$ cat config.mk
export PLATFORM = sky130hd
export DESIGN_NAME = ffa_free_slots
export DESIGN_NICKNAME = d
export VERILOG_FILES = /design/src/sv/ffa_free_slots.sv
export SDC_FILE = /design/constraint.sdc
export NUM_CORES = 1
export LEC_CHECK = 0
export ABC_AREA = 1
export BUFFER_PORTS_ARGS = -buffer_cell sky130_fd_sc_hd__buf_4
export CAP_MARGIN = 0
export CORE_MARGIN = 2
export CORE_UTILIZATION = 64
export DETAILED_ROUTE_END_ITERATION = 8
export PLACE_DENSITY_LB_ADDON = 0.25
export SETUP_SLACK_MARGIN = 0.02
export SYNTH_ARGS = -nofsm -noshare
export SYNTH_HDL_FRONTEND = slang
export SYNTH_SLANG_ARGS = --single-unit
$ cat constraint.sdc
create_clock -name clk -period 5.73 [get_ports clk]
set_input_delay 0.573 -clock clk [delete_from_list [all_inputs] [get_ports clk]]
set_output_delay 0.573 -clock clk [all_outputs]
set_load 0.02 [all_outputs]
$ cat src/sv/ffa_free_slots.sv
// ffa_free_slots: slot occupancy flags and lowest-free-slot search.
// Uses no items of ffa_pkg; depends on nothing.
module ffa_free_slots #(
  parameter int MAX_SEGMENTS = 64
) (
  input  logic                            clk,
  input  logic                            rst,
  input  logic                            clear,
  input  logic                            set_en,
  input  logic [$clog2(MAX_SEGMENTS)-1:0] set_idx,
  input  logic                            drop_en,
  input  logic [$clog2(MAX_SEGMENTS)-1:0] drop_idx,
  output logic                            found,
  output logic [$clog2(MAX_SEGMENTS)-1:0] free_idx
);
  localparam int IW = $clog2(MAX_SEGMENTS);
  logic [MAX_SEGMENTS-1:0] valid;

  always_ff @(posedge clk) begin
    if (rst || clear) begin
      valid <= '0;
      valid[0] <= 1'b1;
    end else begin
      if (set_en) valid[set_idx] <= 1'b1;
      if (drop_en) valid[drop_idx] <= 1'b0;
    end
  end

  // priority encoder, lowest free slot above zero
  always_comb begin
    found = 1'b0;
    free_idx = '0;
    for (int i = MAX_SEGMENTS - 1; i >= 1; i--) begin
      if (!valid[i]) begin
        found = 1'b1;
        free_idx = IW'(i);
      end
    end
  end
endmodule
# == Word-level counts from Yosys, hierarchy flattened ==
# Cells that the tools add are included.
# totals
regBits,64
inputBits,17
output_inout_bits,7
elab_cells,144
# classes
n_lt_le_gt_ge,4
muxes,133
n_bitwise,3
reduce_logical,3
# ops
op,n
two-way mux 6 bit,63
two-way mux 64 bit,3
two-way mux 1 bit,65
AND 64 bit,1
inverter 64 bit,1
bitwise OR 64 bit,1
"< comparator 6 x 7 -> 1 bit, second input constant",2
demux 1 bit (select 6 bit),2
">= comparator 6 x 1 -> 1 bit, second input constant",2
logical AND 1 bit,2
logical OR 1 bit,1

# == Logic depth before layout (Yosys ltp) ==
# Gate-level depths: netlist (run 1).
# logic_depth
depth_word,63
depth_mapped,63
mapped_depth_nobuf,63

# == Worst setup path before layout (run 1) ==
# OpenSTA, ideal clock, no wires.
# synth_timing
path_type,reg-to-output
from,register valid[63]
to,output port free_idx[0]
arrival_ns,3.104
required_time_ns,5.157
setup_slack_ns,2.053
path_stages_with_launch,64
path_buffers,0
path_cell_list,dfxtp_1 > inv_1 > nand2_1 > nand2_1 > nand2_1 > nand2_1 > nand2_1 > nand2_1 > nand2_1 > nand2_1 > nand2_1 > nand2_1 > nand2_1 > nand2_1 > nand2_1 > nand2_1 > nand2_1 > nand2_1 > (+28 left out) > nand2_1 > nand2_1 > nand2_1 > nand2_1 > nand2_1 > nand2_1 > nand2_1 > nand2_1 > nand2_1 > nand2_1 > nand2_1 > nand2_1 > nand2_1 > nand2_1 > nand2_1 > nand2_1 > nand2_1 > nand2_1
# synth_via
elab_chain_len,63
# synth_rtl
element,line_no,text
"start, declared",17,logic [MAX_SEGMENTS-1:0] valid;
"start signal, assigned",21,valid <= '0;
"start signal, assigned by index",24,if (set_en) valid[set_idx] <= 1'b1;
"start signal, assigned by index",25,if (drop_en) valid[drop_idx] <= 1'b0;
two-way mux 6 bit (63 in a row),34,if (!valid[i]) begin
"end, declared",14,output logic [$clog2(MAX_SEGMENTS)-1:0] free_idx
# No other way between the ends.

# == Worst setup path in the final report (run 1) ==
# Same ends and word-level chain as after synthesis.

==> flow_metrics.tcl, run 1 <==
set metrics [dict create \
    netlist_top_cells_count "nand2_1, nor2_1, nor3_1, dfxtp_1, a21oi_1" \
    ctsResizeCount 0 \
    grt_remaining_overflow 0 \
    final_antenna_net_count 0 \
    yosysMostFrequentCell "nand2_1" \
    cts_num_sinks 63 \
    cp_slowest_cell "dfxtp_1" \
    dieWidth_um 74.08 \
    yosysTopAreaCellShare 0.4013 \
    crit_path_max_incr_delay_ns 0.38 \
    cts-buffers-inserted 9 \
    postSynthAreaPerCell_um2 6.575 \
    postCtsHoldBufs 0 \
    largest_reg_flops 63 \
    synthFlopType "dfxtp_1" \
    p_leak_nw 1.095 \
    max_slew_margin 0.1680 \
    crit_type "flip-flop to primary output" \
    coreArea_um2 4723 \
    clock_path_buffers 2 \
    fin_skew_ns 0 \
    vdd_drop_max_mv 0.2189 \
    hpwl_um 6142 \
    grt_pass1_wl_um 14480 \
    die_area_um2 5488 \
    cts_tree "done" \
    worst_pin_slew_ns 1.238 \
    n_antenna_cell 0 \
    root_buffer "clkbuf_8" \
    grt_pass1_vias 3077 \
    yosysSeqAreaShare 0.4013 \
    finalCritPeriodShare 0.7987 \
    worstSkewPairLatency_ns 0.33 \
    ys_async_sr_fraction 0 \
    ioPinCount 24 \
    grt_max_degree 64 \
    fmax_mhz 218.5 \
    rsz0062_at_grt "no" \
    synth_area_leaders "dfxtp_1, nand2_1, nor2_1" \
    port_buffers 23 \
    worstHoldPathType "primary input to flip-flop" \
    drive_above_1_share 0.08515 \
    ctsHtreeMaxLevel 3 \
    syn_inst 478 \
    post-route-min-period_ns 4.577 \
    gp_congestion 0.8699 \
    yosys_warnings 0 \
    wl_per_cell_um 16.36 \
    yosys.area.top_type "dfxtp_1" \
    final-max-slew-violation-count 0 \
    fin_tns_setup_ns 0 \
    vias_per_cell 6.087 \
    run_status "completed" \
    p_seq_frac 0.496 \
    syn-cell-area_um2 3143 \
    pre_cts_ws_ns 1.594 \
    fp.dieH_um 74.08 \
    clockPowerShare 0.435 \
    firstDrtPassIters 8 \
    first_iter_violations 523 \
    finalPower_w 0.0008872 \
    start_util 0.6654 \
    synth-seq-cells 63 \
    cp_max_fo 4 \
    path_clk_slew_ns 0.06 \
    comb_power_share 0.069 \
    synth_cell_type_count 20 \
    top_register "valid" \
    wirelength_um 9358 \
    arrival_ns 4.00 \
    p_per_area_nw_per_um2 247.3 \
    final_nets 518 \
    drcViolationCount 0 \
    path_common_cell "nand2_1" \
    switching_power_w 0.0002117 \
    startpoint_type "flip-flop" \
    synth_edf_count 0 \
    area_growth_pct 14.13 \
    cp.required_ns 5.16 \
    largestRegisters "valid x63" \
    p_int_w 0.0006755 \
    worst_slack_ns 1.153 \
    rrSetupSlack_ns 4.93 \
    antenna_found_initial 0 \
    setup_viol 0 \
    synth_fp_nets 495 \
    end_kind "primary output" \
    maxCapViolCount 0 \
    groute.usage.overall 0.3578 \
    finalHoldViolations 0 \
    rows 25 \
    switching_share 0.2386 \
    vias 3482 \
    cts_setup_buffers 0 \
]
-- final timing paths --
kind                            startpoint           to  cells after the start
worst min register to register    valid[6]     valid[6]                      2
worst max-delay path             valid[63]  free_idx[0]                     64
worst max register to register   valid[56]    valid[56]                      2
worst min-delay path               drop_en    valid[41]                      2
-- routing by layer --
layer	GRT usage	vias up	wire (µm)
met2	0.5694	173	4242
met5	0	-	0
met3	0.06640	47	805
met1	0.4352	1565	3809
li1	-	1697	-
met4	0.2545	0	501
-- layout make-up --
class / count / area, µm²
multi-input cells: 378 / 1774
flip-flops and latches: 63 / 1261
fillers: 375 / 1136
repair buffers: 23 / 172.7
clock buffers: 12 / 155.1
inverters: 26 / 97.59
well taps: 67 / 83.83
clock inverters: 3 / 42.54
-- power groups by stage --
stage | Sequential [W] | Clock [W] | Combinational (W)
after detailed placement | 0.000450 | 0 | 0.0000588
after global placement | 0.000450 | 0 | 0.0000581
after floorplan | 0.000450 | 0 | 0.0000342
final | 0.000440 | 0.000386 | 0.0000610
after CTS | 0.000440 | 0.000387 | 0.0000595
after global routing | 0.000440 | 0.000404 | 0.0000658
-- per-stage QoR --
stage / std cells / area (µm²) / util / hold slack [ns]
floorplan: 478 / 3143 / - / 0.4958
global placement: 557 / 3390 / 0.7176 / 0.5086
detailed placement: 557 / 3390 / 0.7176 / 0.5139
CTS: 572 / 3587 / 0.7595 / 0.4958
global route: 572 / 3587 / 0.7595 / 0.5026
finish: 572 / 3587 / 0.7595 / 0.5066
-- logic make-up after synthesis --
logic type,synth area share
buffers and inverters,0.04419
AOI/OAI and AO/OA,0.1748
DFF,0.4013
and+or+nand+nor,0.3798
-- worst max-delay path, delay by kind of cell, from the launching register on --
family | cells | cell delay (ns)
flops | 1 | 0.38
simple gates | 62 | 3.05
buf+inv | 2 | 0.20
-- cells in the final DEF (no fill, tap or decap) --
cell / n
nor4_2: 5
clkinv_2: 1
clkinvlp_4: 1
a211oi_1: 15
a41oi_1: 6
bufinv_16: 1
o21bai_1: 1
a21oi_1: 59
a311oi_1: 4
nor2_1: 90
nand2_1: 111
nor3_1: 65
nand3_1: 9
o21ai_0: 1
or2_2: 1
a31oi_1: 3
inv_1: 26
buf_4: 23
a21boi_0: 1
clkbuf_1: 1
clkbuf_8: 11
dfxtp_1: 63
nand4_1: 3
nor4_1: 2
o31ai_1: 1
o21a_1: 1
Note: power is estimated with default switching activity, not from simulation.
==> run 2, diff against run 1 <==
- CORE_UTILIZATION: 64 -> 54
- clock period: 5.73 -> 4.1 ns (I/O delays scaled with it)
==> run 2 against run 1 <==
Effect of this change:
- the flow now finishes with violations (negative setup slack)
- die area rose by 17%
- first-iteration DRC count fell by 31%
- non-clock buffer count rose by 3
- combinational power rose by 42%
- clock-buffer cell count fell by 1
- clock skew did not move
- total power rose by 33%
- global-route usage fell by 3.1 points
- critical path type unchanged
- largest cell class unchanged
- largest power group unchanged
==> flow_metrics.tcl, run 2 (synthesized netlist as in run 1, its figures left out) <==
set metrics [dict create \
    run_status "finished, violations left" \
    violations "negative setup slack" \
    layout_common_cells "nand2_1, nor2_1, nor3_1, dfxtp_1, a21oi_1" \
    first_iter_violations 361 \
    root_buffer "clkbuf_8" \
    final_antenna_net_count 0 \
    end_kind "primary output" \
    reg2regPathDepth 2 \
    grt_remaining_overflow 0 \
    grt_pass1_vias 3134 \
    path_clk_slew_ns 0.07 \
    placed_cells_incl_taps 563 \
    antenna_found_initial 0 \
    gp_congestion 0.8922 \
    wirelength_um 9541 \
    largest_reg_flops 63 \
    cp_slowest_cell "dfxtp_1" \
    rsz0062_at_grt "yes" \
    holdCritStartpoint "drop_en" \
    switching_power_w 0.0003145 \
    groute.usage.overall 0.3270 \
    worstHoldPathType "primary input to flip-flop" \
    cp_max_fo 4 \
    postCtsHoldBufs 0 \
    arrival_ns 3.88 \
    p_leak_nw 1.101 \
    post-route-min-period_ns 4.286 \
    hold-worst-slack_ns 0.3301 \
    die_area_um2 6446 \
    comb_power_share 0.074 \
    path_common_cell "nand2_1" \
    start_util 0.5639 \
    worst_slack_ns -0.1864 \
    cp.required_ns 3.69 \
    dieWidth_um 80.29 \
    n_antenna_cell 0 \
    rr_startpoint "valid[41]" \
    ioPinCount 24 \
    port_buffers 23 \
    setup_viol 1 \
    p_int_w 0.0008640 \
    finalPower_w 0.001178 \
    grt_max_degree 64 \
    p_per_area_nw_per_um2 328.2 \
    maxCapViolCount 0 \
    area_growth_pct 14.25 \
    fmax_mhz 233.3 \
    rrSetupSlack_ns 3.30 \
    finalCritPeriodShare 1.045 \
    final_nets 521 \
    largestRegisters "valid x63" \
    drive_above_1_share 0.09843 \
    drcViolationCount 0 \
    final-max-slew-violation-count 0 \
    worstHoldPathCells 2 \
    rows 27 \
    ctsHtreeMaxLevel 3 \
    worst_pin_slew_ns 1.242 \
    vdd_drop_max_mv 0.1824 \
    startpoint_type "flip-flop" \
    reg2reg_to "valid[41]" \
    vias 3486 \
    final_common_cell "nand2_1" \
    crit_type "flip-flop to primary output" \
    clockPowerShare 0.405 \
    vias_per_cell 6.010 \
    cts_tree "done" \
    crit_path_max_incr_delay_ns 0.38 \
    fin_skew_ns 0 \
    clock_path_buffers 2 \
    cts_num_sinks 63 \
    top_register "valid" \
    max_slew_margin 0.1719 \
    min_delay_worst_endpoint "valid[43]" \
    grt_pass1_wl_um 15640 \
    hpwl_um 6376 \
    worstSkewPairLatency_ns 0.34 \
    finalHoldViolations 0 \
    final_cells 580 \
    coreArea_um2 5574 \
    wl_per_cell_um 16.45 \
    cts-buffers-inserted 9 \
    fp.dieH_um 80.29 \
    firstDrtPassIters 6 \
    p_seq_frac 0.522 \
    switching_share 0.2669 \
]
[run 2: worst max-delay path by stage]
stage	startpoint	slack [ns]	cells after the start	endpoint
6_report	valid[61]	-0.19	62	free_idx[0]
4_1_cts	valid[63]	-0.19	64	free_idx[0]
2_1_floorplan	valid[63]	0.59	63	free_idx[0]
5_1_grt	valid[63]	-0.86	64	free_idx[0]
3_3_place_gp	valid[63]	0.19	64	free_idx[0]
3_5_place_dp	valid[63]	0.11	64	free_idx[0]
[run 2: power by group through the flow]
| stage | logic [W] | clock network, W | registers, W |
|---|---|---|---|
| 2_1_floorplan | 0.0000477 | 0 | 0.000628 |
| 5_1_grt | 0.0000933 | 0.000503 | 0.000614 |
| 3_3_place_gp | 0.0000835 | 0 | 0.000629 |
| 6_report | 0.0000869 | 0.000477 | 0.000615 |
| 3_5_place_dp | 0.0000844 | 0 | 0.000629 |
| 4_1_cts | 0.0000849 | 0.000478 | 0.000615 |
[run 2: worst max-delay path, delay by kind of cell, from the launching register on]
family | cells | cell delay (ns)
flops | 1 | 0.38
buf+inv | 1 | 0.13
simple gates | 61 | 2.98
[run 2: metal layers]
metal / up-vias / share of wire / track usage
met5: - / 0 / 0
met4: 0 / 0.044 / 0.1915
met3: 31 / 0.081 / 0.05843
met2: 176 / 0.44 / 0.5017
met1: 1584 / 0.43 / 0.4291
li1: 1695 / - / -
[run 2: repair_timing]
action / 4_1_cts / 5_1_grt
gates resized for setup: 3 / 2
setup endpoints to repair: 1 / 1
setup buffers: 2 / 0
endpoints found under the hold margin: 0 / 0
cloned: 0 / 0
[run 2: cell type report]
cell class                 count  area (µm²)
clock inverter                 4       22.52
inverter                      26       97.59
timing repair buffer          26       198.9
clock buffer                  11       141.4
fill                         524        1983
sequential                    63        1264
tap                           72       90.09
multi-input combinational    378        1777
[run 2: through the flow]
stage,area [µm²],setup TNS (ns),setup slack [ns],util
floorplan,3143,0,0.5865,-
global placement,3403,0,0.1920,0.6106
detailed placement,3403,0,0.1089,0.6106
CTS,3588,-0.1858,-0.1858,0.6438
global route,3591,-0.8570,-0.8570,0.6442
finish,3591,-0.1864,-0.1864,0.6442
